`config.mk`:
```
export PLATFORM = sky130hd
export DESIGN_NAME = fnv1a_128_chained_id_hasher_top
export DESIGN_NICKNAME = d
export VERILOG_FILES = /design/src/design/fnvh_pkg.sv /design/src/design/fnvh_dp.sv /design/src/design/fnvh_ctrl.sv /design/src/design/fnv1a_128_chained_id_hasher_top.sv
export SDC_FILE = /design/constraint.sdc
export NUM_CORES = 2
export LEC_CHECK = 0
export BUFFER_PORTS_ARGS = -buffer_cell sky130_fd_sc_hd__buf_2
export CELL_PAD_IN_SITES_DETAIL_PLACEMENT = 1
export CELL_PAD_IN_SITES_GLOBAL_PLACEMENT = 1
export CORE_ASPECT_RATIO = 2
export CORE_UTILIZATION = 35
export DETAILED_ROUTE_END_ITERATION = 6
export GPL_TIMING_DRIVEN = 0
export PLACE_DENSITY_LB_ADDON = 0.1
export SLEW_MARGIN = 20
export SYNTH_ARGS = -nofsm -noshare
export SYNTH_HDL_FRONTEND = slang
export SYNTH_HIERARCHICAL = 1
export SYNTH_SLANG_ARGS = --single-unit
```
`constraint.sdc`:
```
create_clock -name clk -period 10 [get_ports clk]
set_clock_uncertainty 0.15 [all_clocks]
set_input_delay 0 -clock clk [delete_from_list [all_inputs] [get_ports clk]]
set_output_delay 0 -clock clk [all_outputs]
set_load 0.01 [all_outputs]
```
`src/design/fnvh_pkg.sv`:
```
// Shared constants, command type and mixing function for the FNV-1a 128-bit hasher.
package fnvh_pkg;

  localparam logic [127:0] FNV_BASIS = 128'h6C62272E07BB0142_62B821756295C58D;

  // Trailer byte positions hashed after the last byte of a name step.
  localparam int TRAIL_CNT_W = 3;
  localparam logic [TRAIL_CNT_W-1:0] TRAIL_NUL  = 3'd0;
  localparam logic [TRAIL_CNT_W-1:0] TRAIL_OCC0 = 3'd1;
  localparam logic [TRAIL_CNT_W-1:0] TRAIL_OCC1 = 3'd2;
  localparam logic [TRAIL_CNT_W-1:0] TRAIL_OCC2 = 3'd3;
  localparam logic [TRAIL_CNT_W-1:0] TRAIL_OCC3 = 3'd4;
  localparam logic [TRAIL_CNT_W-1:0] TRAIL_BOOL = 3'd5;

  localparam logic REQ_RAW  = 1'b0;
  localparam logic REQ_NAME = 1'b1;

  typedef struct packed {
    logic                   acc;            // input transfer this cycle
    logic                   trail;          // hash one trailer byte
    logic [TRAIL_CNT_W-1:0] trail_idx;      // which trailer byte
    logic                   out_load;       // load the digest register
    logic                   out_from_state; // load it from the stored state
  } fnvh_cmd_t;

  // One FNV-1a round: xor the byte into the low eight bits, then multiply by
  // the prime 2^88 + 0x13B modulo 2^128, written as shifts and adds.
  function automatic logic [127:0] fnv_mix(input logic [127:0] s, input logic [7:0] b);
    logic [127:0] x;
    x = {s[127:8], s[7:0] ^ b};
    return (x << 8) + (x << 5) + (x << 4) + (x << 3) + (x << 1) + x + (x << 88);
  endfunction

endpackage

```
`src/design/fnvh_dp.sv`:
```
// Datapath: hash state, trailer operand registers and the digest register.
module fnvh_dp (
  input  logic                clk,
  input  logic                rst_n,
  input  fnvh_pkg::fnvh_cmd_t cmd,
  input  logic                in_first_item,
  input  logic [63:0]         in_seed_hi,
  input  logic [63:0]         in_seed_lo,
  input  logic                in_byte_present,
  input  logic [7:0]          in_data_byte,
  input  logic [31:0]         in_occurrence,
  input  logic [7:0]          in_bool_op,
  output logic [63:0]         out_digest_hi,
  output logic [63:0]         out_digest_lo
);

  logic [127:0] hash_r, hash_nxt;
  logic [127:0] digest_r;
  logic [31:0]  occ_r;
  logic [7:0]   bool_r;
  logic [127:0] seeded;
  logic [127:0] mix_src;
  logic [7:0]   mix_byte;
  logic [7:0]   trail_byte;
  logic         do_mix;

  always_comb begin
    case (cmd.trail_idx)
      fnvh_pkg::TRAIL_NUL:  trail_byte = 8'h00;
      fnvh_pkg::TRAIL_OCC0: trail_byte = occ_r[7:0];
      fnvh_pkg::TRAIL_OCC1: trail_byte = occ_r[15:8];
      fnvh_pkg::TRAIL_OCC2: trail_byte = occ_r[23:16];
      fnvh_pkg::TRAIL_OCC3: trail_byte = occ_r[31:24];
      fnvh_pkg::TRAIL_BOOL: trail_byte = bool_r;
      default:              trail_byte = 8'h00;
    endcase
  end

  always_comb begin
    if (!in_first_item) begin
      seeded = hash_r;
    end else if (in_seed_hi == 64'd0 && in_seed_lo == 64'd0) begin
      seeded = fnvh_pkg::FNV_BASIS;
    end else begin
      seeded = {in_seed_hi, in_seed_lo};
    end
    mix_src  = cmd.trail ? hash_r : seeded;
    mix_byte = cmd.trail ? trail_byte : in_data_byte;
    do_mix   = cmd.trail || in_byte_present;
    hash_nxt = do_mix ? fnvh_pkg::fnv_mix(mix_src, mix_byte) : mix_src;
  end

  always_ff @(posedge clk) begin
    if (!rst_n) begin
      hash_r <= fnvh_pkg::FNV_BASIS;
    end else if (cmd.acc || cmd.trail) begin
      hash_r <= hash_nxt;
    end
  end

  always_ff @(posedge clk) begin
    if (cmd.acc) begin
      occ_r  <= in_occurrence;
      bool_r <= in_bool_op;
    end
    if (cmd.out_load) begin
      digest_r <= cmd.out_from_state ? hash_r : hash_nxt;
    end
  end

  assign out_digest_hi = digest_r[127:64];
  assign out_digest_lo = digest_r[63:0];

endmodule

```
`src/design/fnvh_ctrl.sv`:
```
// Controller: input and output handshakes, trailer sequencing and result slot tracking.
module fnvh_ctrl (
  input  logic                clk,
  input  logic                rst_n,
  input  logic                in_valid,
  input  logic                in_req_type,
  input  logic                in_last_item,
  output logic                in_stall,
  output logic                out_valid,
  input  logic                out_stall,
  output fnvh_pkg::fnvh_cmd_t cmd
);

  localparam logic [1:0] ST_IDLE  = 2'd0;
  localparam logic [1:0] ST_TRAIL = 2'd1;
  localparam logic [1:0] ST_HOLD  = 2'd2;

  logic [1:0]                       state_r, state_nxt;
  logic [fnvh_pkg::TRAIL_CNT_W-1:0] cnt_r, cnt_nxt;
  logic                             out_valid_r, out_valid_nxt;
  logic                             out_free;

  // The digest register is free when empty or when its transfer happens now.
  assign out_free = !out_valid_r || !out_stall;

  // A last item needs the result slot; other items only need the block idle.
  assign in_stall  = (state_r != ST_IDLE) || (in_last_item && !out_free);
  assign out_valid = out_valid_r;

  always_comb begin
    state_nxt          = state_r;
    cnt_nxt            = cnt_r;
    cmd                = '0;
    cmd.trail_idx      = cnt_r;
    cmd.acc            = in_valid && !in_stall;
    case (state_r)
      ST_IDLE: begin
        if (cmd.acc && in_last_item) begin
          if (in_req_type == fnvh_pkg::REQ_NAME) begin
            state_nxt = ST_TRAIL;
            cnt_nxt   = fnvh_pkg::TRAIL_NUL;
          end else begin
            cmd.out_load = 1'b1;
          end
        end
      end
      ST_TRAIL: begin
        cmd.trail = 1'b1;
        if (cnt_r == fnvh_pkg::TRAIL_BOOL) begin
          if (out_free) begin
            cmd.out_load = 1'b1;
            state_nxt    = ST_IDLE;
          end else begin
            state_nxt = ST_HOLD;
          end
        end else begin
          cnt_nxt = cnt_r + 1'b1;
        end
      end
      ST_HOLD: begin
        if (out_free) begin
          cmd.out_load       = 1'b1;
          cmd.out_from_state = 1'b1;
          state_nxt          = ST_IDLE;
        end
      end
      default: begin
        state_nxt = ST_IDLE;
      end
    endcase

    if (cmd.out_load) begin
      out_valid_nxt = 1'b1;
    end else begin
      out_valid_nxt = out_valid_r && out_stall;
    end
  end

  always_ff @(posedge clk) begin
    if (!rst_n) begin
      state_r     <= ST_IDLE;
      cnt_r       <= fnvh_pkg::TRAIL_NUL;
      out_valid_r <= 1'b0;
    end else begin
      state_r     <= state_nxt;
      cnt_r       <= cnt_nxt;
      out_valid_r <= out_valid_nxt;
    end
  end

endmodule

```
`src/design/fnv1a_128_chained_id_hasher_top.sv`:
```
// Top level of the chained 128-bit FNV-1a identifier hasher.
// An input item is taken in any cycle in which in_stall is low; a last item waits while an earlier digest is stalled.
// A raw last item shows its digest on out_valid the cycle after its transfer.
// A name-step last item then hashes six trailer bytes in order, with in_stall high,
// and its digest is registered after the last trailer byte once the result slot is free.
// Synchronous active-low reset loads the FNV-128 offset basis and empties the output.
module fnv1a_128_chained_id_hasher_top (
  input  logic        clk,
  input  logic        rst_n,
  input  logic        in_valid,
  output logic        in_stall,
  input  logic        in_req_type,
  input  logic        in_first_item,
  input  logic [63:0] in_seed_hi,
  input  logic [63:0] in_seed_lo,
  input  logic        in_byte_present,
  input  logic [7:0]  in_data_byte,
  input  logic        in_last_item,
  input  logic [31:0] in_occurrence,
  input  logic [7:0]  in_bool_op,
  output logic        out_valid,
  input  logic        out_stall,
  output logic [63:0] out_digest_hi,
  output logic [63:0] out_digest_lo
);

  fnvh_pkg::fnvh_cmd_t cmd;

  fnvh_ctrl u_ctrl (
    .clk          (clk),
    .rst_n        (rst_n),
    .in_valid     (in_valid),
    .in_req_type  (in_req_type),
    .in_last_item (in_last_item),
    .in_stall     (in_stall),
    .out_valid    (out_valid),
    .out_stall    (out_stall),
    .cmd          (cmd)
  );

  fnvh_dp u_dp (
    .clk             (clk),
    .rst_n           (rst_n),
    .cmd             (cmd),
    .in_first_item   (in_first_item),
    .in_seed_hi      (in_seed_hi),
    .in_seed_lo      (in_seed_lo),
    .in_byte_present (in_byte_present),
    .in_data_byte    (in_data_byte),
    .in_occurrence   (in_occurrence),
    .in_bool_op      (in_bool_op),
    .out_digest_hi   (out_digest_hi),
    .out_digest_lo   (out_digest_lo)
  );

endmodule

```
-- After elaboration in Yosys (flattened, before gate mapping)
Index checks and enable logic that the tools add are counted.
- reduce and logical (&&, ||, !) cells: 20
- $add $sub $neg: 7
- bitwise logic cells: 1
- eq/ne operators: 12
- muxes and demuxes: 26
- operator list (cell ; count):
    adder 128 bit ; 6
    two-way mux 128 bit ; 5
    logical NOT 64 bit ; 2
    one-hot mux 8 bit (5 select lines) ; 1
    two-way mux 2 bit ; 6
    two-way mux 3 bit ; 3
    two-way mux 8 bit ; 1
    AND reduction 4 bit ; 2
    bitwise XOR 8 bit ; 1
    two-way mux 1 bit ; 7
    equality test 3 x 2 -> 1 bit, second input constant ; 2
    equality test 3 bit, second input constant ; 2
    inequality test 2 x 1 -> 1 bit, second input constant ; 3
    one-hot mux 2 bit (3 select lines) ; 1
    one-hot mux 3 bit (2 select lines) ; 1
    logical AND 1 bit ; 5
    logical NOT 1 bit ; 4
    logical OR 1 bit ; 4
    inequality test 2 bit, second input constant ; 2
    nonzero test 2 bit ; 2
    adder 3 x 1 -> 3 bit, second input constant ; 1
    equality test 3 x 1 -> 1 bit, second input constant ; 1
    one-hot mux 1 bit (3 select lines) ; 1
    equality test 2 x 1 -> 1 bit, second input constant ; 1
    2 further kinds ; 2
- flip-flop bits (word level): 302
- input port bits: 184
- output and inout bits: 130
- logic and storage cells: 73

-- Logic depth before layout (Yosys ltp)
- depth in word-level cells: 14
- depth in mapped cells: 32
- depth with buffers taken out: 29

-- Cells and area by module
Netlist, hierarchy kept.
- by module, submodules not included (module ; area each (µm²) ; cells each ; instances ; sequential area each (µm²)):
    fnvh_dp ; 36717.7 ; 3995 ; 1 ; 7607.3
    fnvh_ctrl ; 350.3 ; 41 ; 1 ; 120.1

-- Worst setup path before layout
No wires, ideal clock.
- path kind: flip-flop to flip-flop
- start: register u_ctrl.state_r[1]
- end: register u_dp.digest_r[121], data pin
- path buffers: 5
- clock period less this slack: 8.430 ns
- path slack: 1.570 ns
- setup time: 0.284 ns
- required time: 9.566 ns
- stages on the path, launching flop included: 28
- arrival: 7.996 ns
- cell sequence: dfxtp_1 > nor2b_4 > clkbuf_1 > nor2b_1 > clkbuf_1 > buf_1 > clkbuf_1 > buf_1 > o22a_1 > xor2_1 > inv_1 > fa_1 > inv_1 > fa_1 > fa_1 > ha_1 > ha_1 > o2111ai_1 > a2111o_1 > a311oi_2 > o2111ai_1 > a2111o_1 > nor3b_1 > o31a_1 > or4_1 > nand3_1 > xnor2_1 > a221oi_2
- RTL lines (item ; line ; RTL):
    start: declaration ; fnvh_ctrl.sv:18 ; logic [1:0] state_r, state_nxt;
    start signal: assignment ; fnvh_ctrl.sv:85 ; state_r <= state_nxt;
    end signal: assignment ; fnvh_dp.sv:67 ; digest_r <= cmd.out_from_state ? hash_r : hash_nxt;
    end: declaration ; fnvh_dp.sv:18 ; logic [127:0] digest_r;

==> results.yml <==
setup_path:
  cpMaxStageDelayCell: "fa_1"
  critPathMaxFanout: 10
  critPathMaxStageDelay_ns: 0.59
  critPathRequiredTime_ns: 10.22
  crit_family: "compound AO/OA/AOI/OAI gates"
  cp.arrival_ns: 10.29
  crit_path_start_kind: "register"
  worstSetupPathType: "reg2reg"
  cp-end-kind: "register"
  cp_num_buf_inv: 7
die:
  die_x_um: 232
  num_rows: 168
  die-area_mm2: 0.107
  die_h_um: 462
  initial_core_util: 0.353
  pin_count: 314
  core-area_mm2: 0.105
place:
  hpwlAfterDp_mm: 172
  portBuffers: 313
  dp_slack_ns: -4.98
  gp_congestion: 1.05
global_route:
  grt_pass1_wl_mm: 293
  grt.total_usage: 0.399
  antenna_found_initial: 20
  grt_max_degree: 66
  gr-total-overflow: 0
  first_global_vias: 38000
sta:
  layout_setup_ws_ns: -0.0737
  rsz0062_at_grt: "yes"
  worstMarginPinSlew_ns: 1.35
  fmax_mhz: 99.3
  drv_slew: 0
  period_needed_ns: 10.07
  hold_viol: 1
  setup_viol: 1
  finalCritPeriodShare: 1.01
  slew_headroom: 0.101
  hold_ws_ns: -0.00802
run_status:
  violations: "negative hold slack, negative setup slack"
  outcome: "complete, but fails checks"
synthesis:
  synth_area_mm2: 0.0371
  yosysTopAreaCell: "fa_1"
  synth_nets: 4907
  synth_warnings: 6
  synth_cells: 4036
  ys_types: 80
  ys.flop_type: "edfxtp_1"
  synth-async-reset-ratio: 0
  synth_edf_count: 168
  ys_top_cells_by_area: "fa_1 21%, edfxtp_1 14%, ha_1 10%"
  synth_seq_area_share: 0.208
  synth.avg_cell_area_um2: 9.18
  ys_ff_latch: 302
  synth.top_cell.area_share: 0.209
drt:
  antenna_left: 0
  wirelength_mm: 214
  avgRoutedWirePerCell_um: 36.2
  via_per_inst: 6.05
  drc: 0
  dr_total_vias: 35800
  first_iter_violations: 2893
  dr.pass1.iters: 7
clocking:
  insertion_delay_ns: 0.63
  cts_tree: "yes"
  clock_sinks: 302
  clk_pin_slew_worst_paths_ns: 0.07
  cts_made_buffers: 35
  cts_root_buffer: "clkbuf_16"
  cts_buffer_depth: 3
  cts_max_level: 2
layout:
  final_layout_size_suffix_gt1_frac: 0.151
  areaGrowthSynthToFinish_pct: 18.3
  fin_util: 0.418
  nNetsFinal: 5401
  fillers: 12100
job:
  cap_violations: 0
hold_path:
  worstHoldPathType: "in2reg"
[cell families after synthesis]
group                      count (synthesis)  share of synthesized area
xor gates and xnor gates                 318                     0.0751
adders and majority gates                733                      0.323
AOI/OAI and AO/OA                       1047                      0.182
DFF                                      302                      0.208
and+or+nand+nor                          907                      0.111
buffers and inverters                    586                     0.0597
muxes                                    143                     0.0409
[worst register-to-register path: cells and delay by family (launching register included)]
kind / cells / cell delay [ns]
AOI/OAI and AO/OA: 7 / 2.60
buffers and inverters: 7 / 2.23
and+or+nand+nor: 8 / 2.20
adders and majority gates: 5 / 2.02
DFF: 1 / 0.44
xor gates and xnor gates: 1 / 0.20
[what timing repair did]
action                     4_1_cts  5_1_grt
buffers inserted                 5        5
hold buffers                   117        1
gates resized for setup        119       63
pin swaps                        3        6
hold endpoints to repair       131        1
setup endpoints to repair      225       55
[Yosys cell counts, drive strengths merged, types with 53 or more instances]
library cell	number
a21o	122
a21oi	332
buf	53
clkbuf	167
dfxtp	134
edfxtp	168
fa	387
ha	300
inv	363
mux2	67
mux2i	76
nand2	334
nand4	68
nor2	266
o21ai	221
o22a	59
xnor2	226
xor2	92
[registers in the layout, indices dropped and copies added (netlist names)]
name and count:
u_ctrl/cnt_r 3, u_ctrl/out_valid 1, u_ctrl/state_r 2, u_dp/bool_r 8, u_dp/digest_r 128, u_dp/hash_r 128
u_dp/occ_r 32
[placed cells by master, fill, tap and decap left out, types with 40 or more instances in the layout]
cell type and count:
dfxtp_1 134, nor2_1 264, a21oi_1 323, buf_2 343, xor2_1 90, fa_1 387
ha_1 300, mux2_2 67, nand4_1 68, inv_1 352, nor3_1 42, o22a_1 57
edfxtp_1 168, mux2i_1 51, nand2_1 328, o21ai_0 205, maj3_1 46, o21bai_1 46
or3_1 40, a21o_1 121, clkbuf_1 124, dlygate4sd3_1 118, xnor2_1 223
[per-stage QoR]
step	cells	setup TNS (ns)	instance area, µm²
6_report	5924	-0.0737	43900
2_1_floorplan	4036	0	37100
4_1_cts	5911	-0.105	43500
3_3_place_gp	5709	-936.13	40300
5_1_grt	5919	-0.0654	43900
3_5_place_dp	5727	-659.81	40800
[worst paths after layout]
check	start	depth (start not counted)	to	slack, ns
worst max-delay path	u_ctrl/state_r[1]	28	u_dp/digest_r[104]	-0.07
worst min-delay path	in_seed_hi[10]	5	u_dp/hash_r[74]	-0.008
worst max register to register	u_ctrl/state_r[1]	28	u_dp/digest_r[104]	-0.07
worst min register to register	u_dp/hash_r[71]	2	u_dp/hash_r[71]	0.36
[routing by layer]
layer,GRT usage,wire length (µm)
met1,0.421,74500
met2,0.676,102000
met3,0.0853,15400
met4,0.336,21700
met5,0,160
[area by class of cell]
type | count | area (µm²) | area share
diodes | 7 | 17.5 | 0.000399
plain buffers | 215 | 1010 | 0.0230
clock buffers | 41 | 928 | 0.0212
clock inverters | 23 | 255 | 0.00582
inverters | 366 | 1380 | 0.0314
multi-input cells | 3148 | 27800 | 0.633
flip-flops and latches | 302 | 7730 | 0.176
well taps | 1360 | 1700 | 0.0388
repair buffers | 462 | 3090 | 0.0703
Power is not shown: default switching activity piles up to over one toggle a cycle in this logic, so the estimate is an artifact.
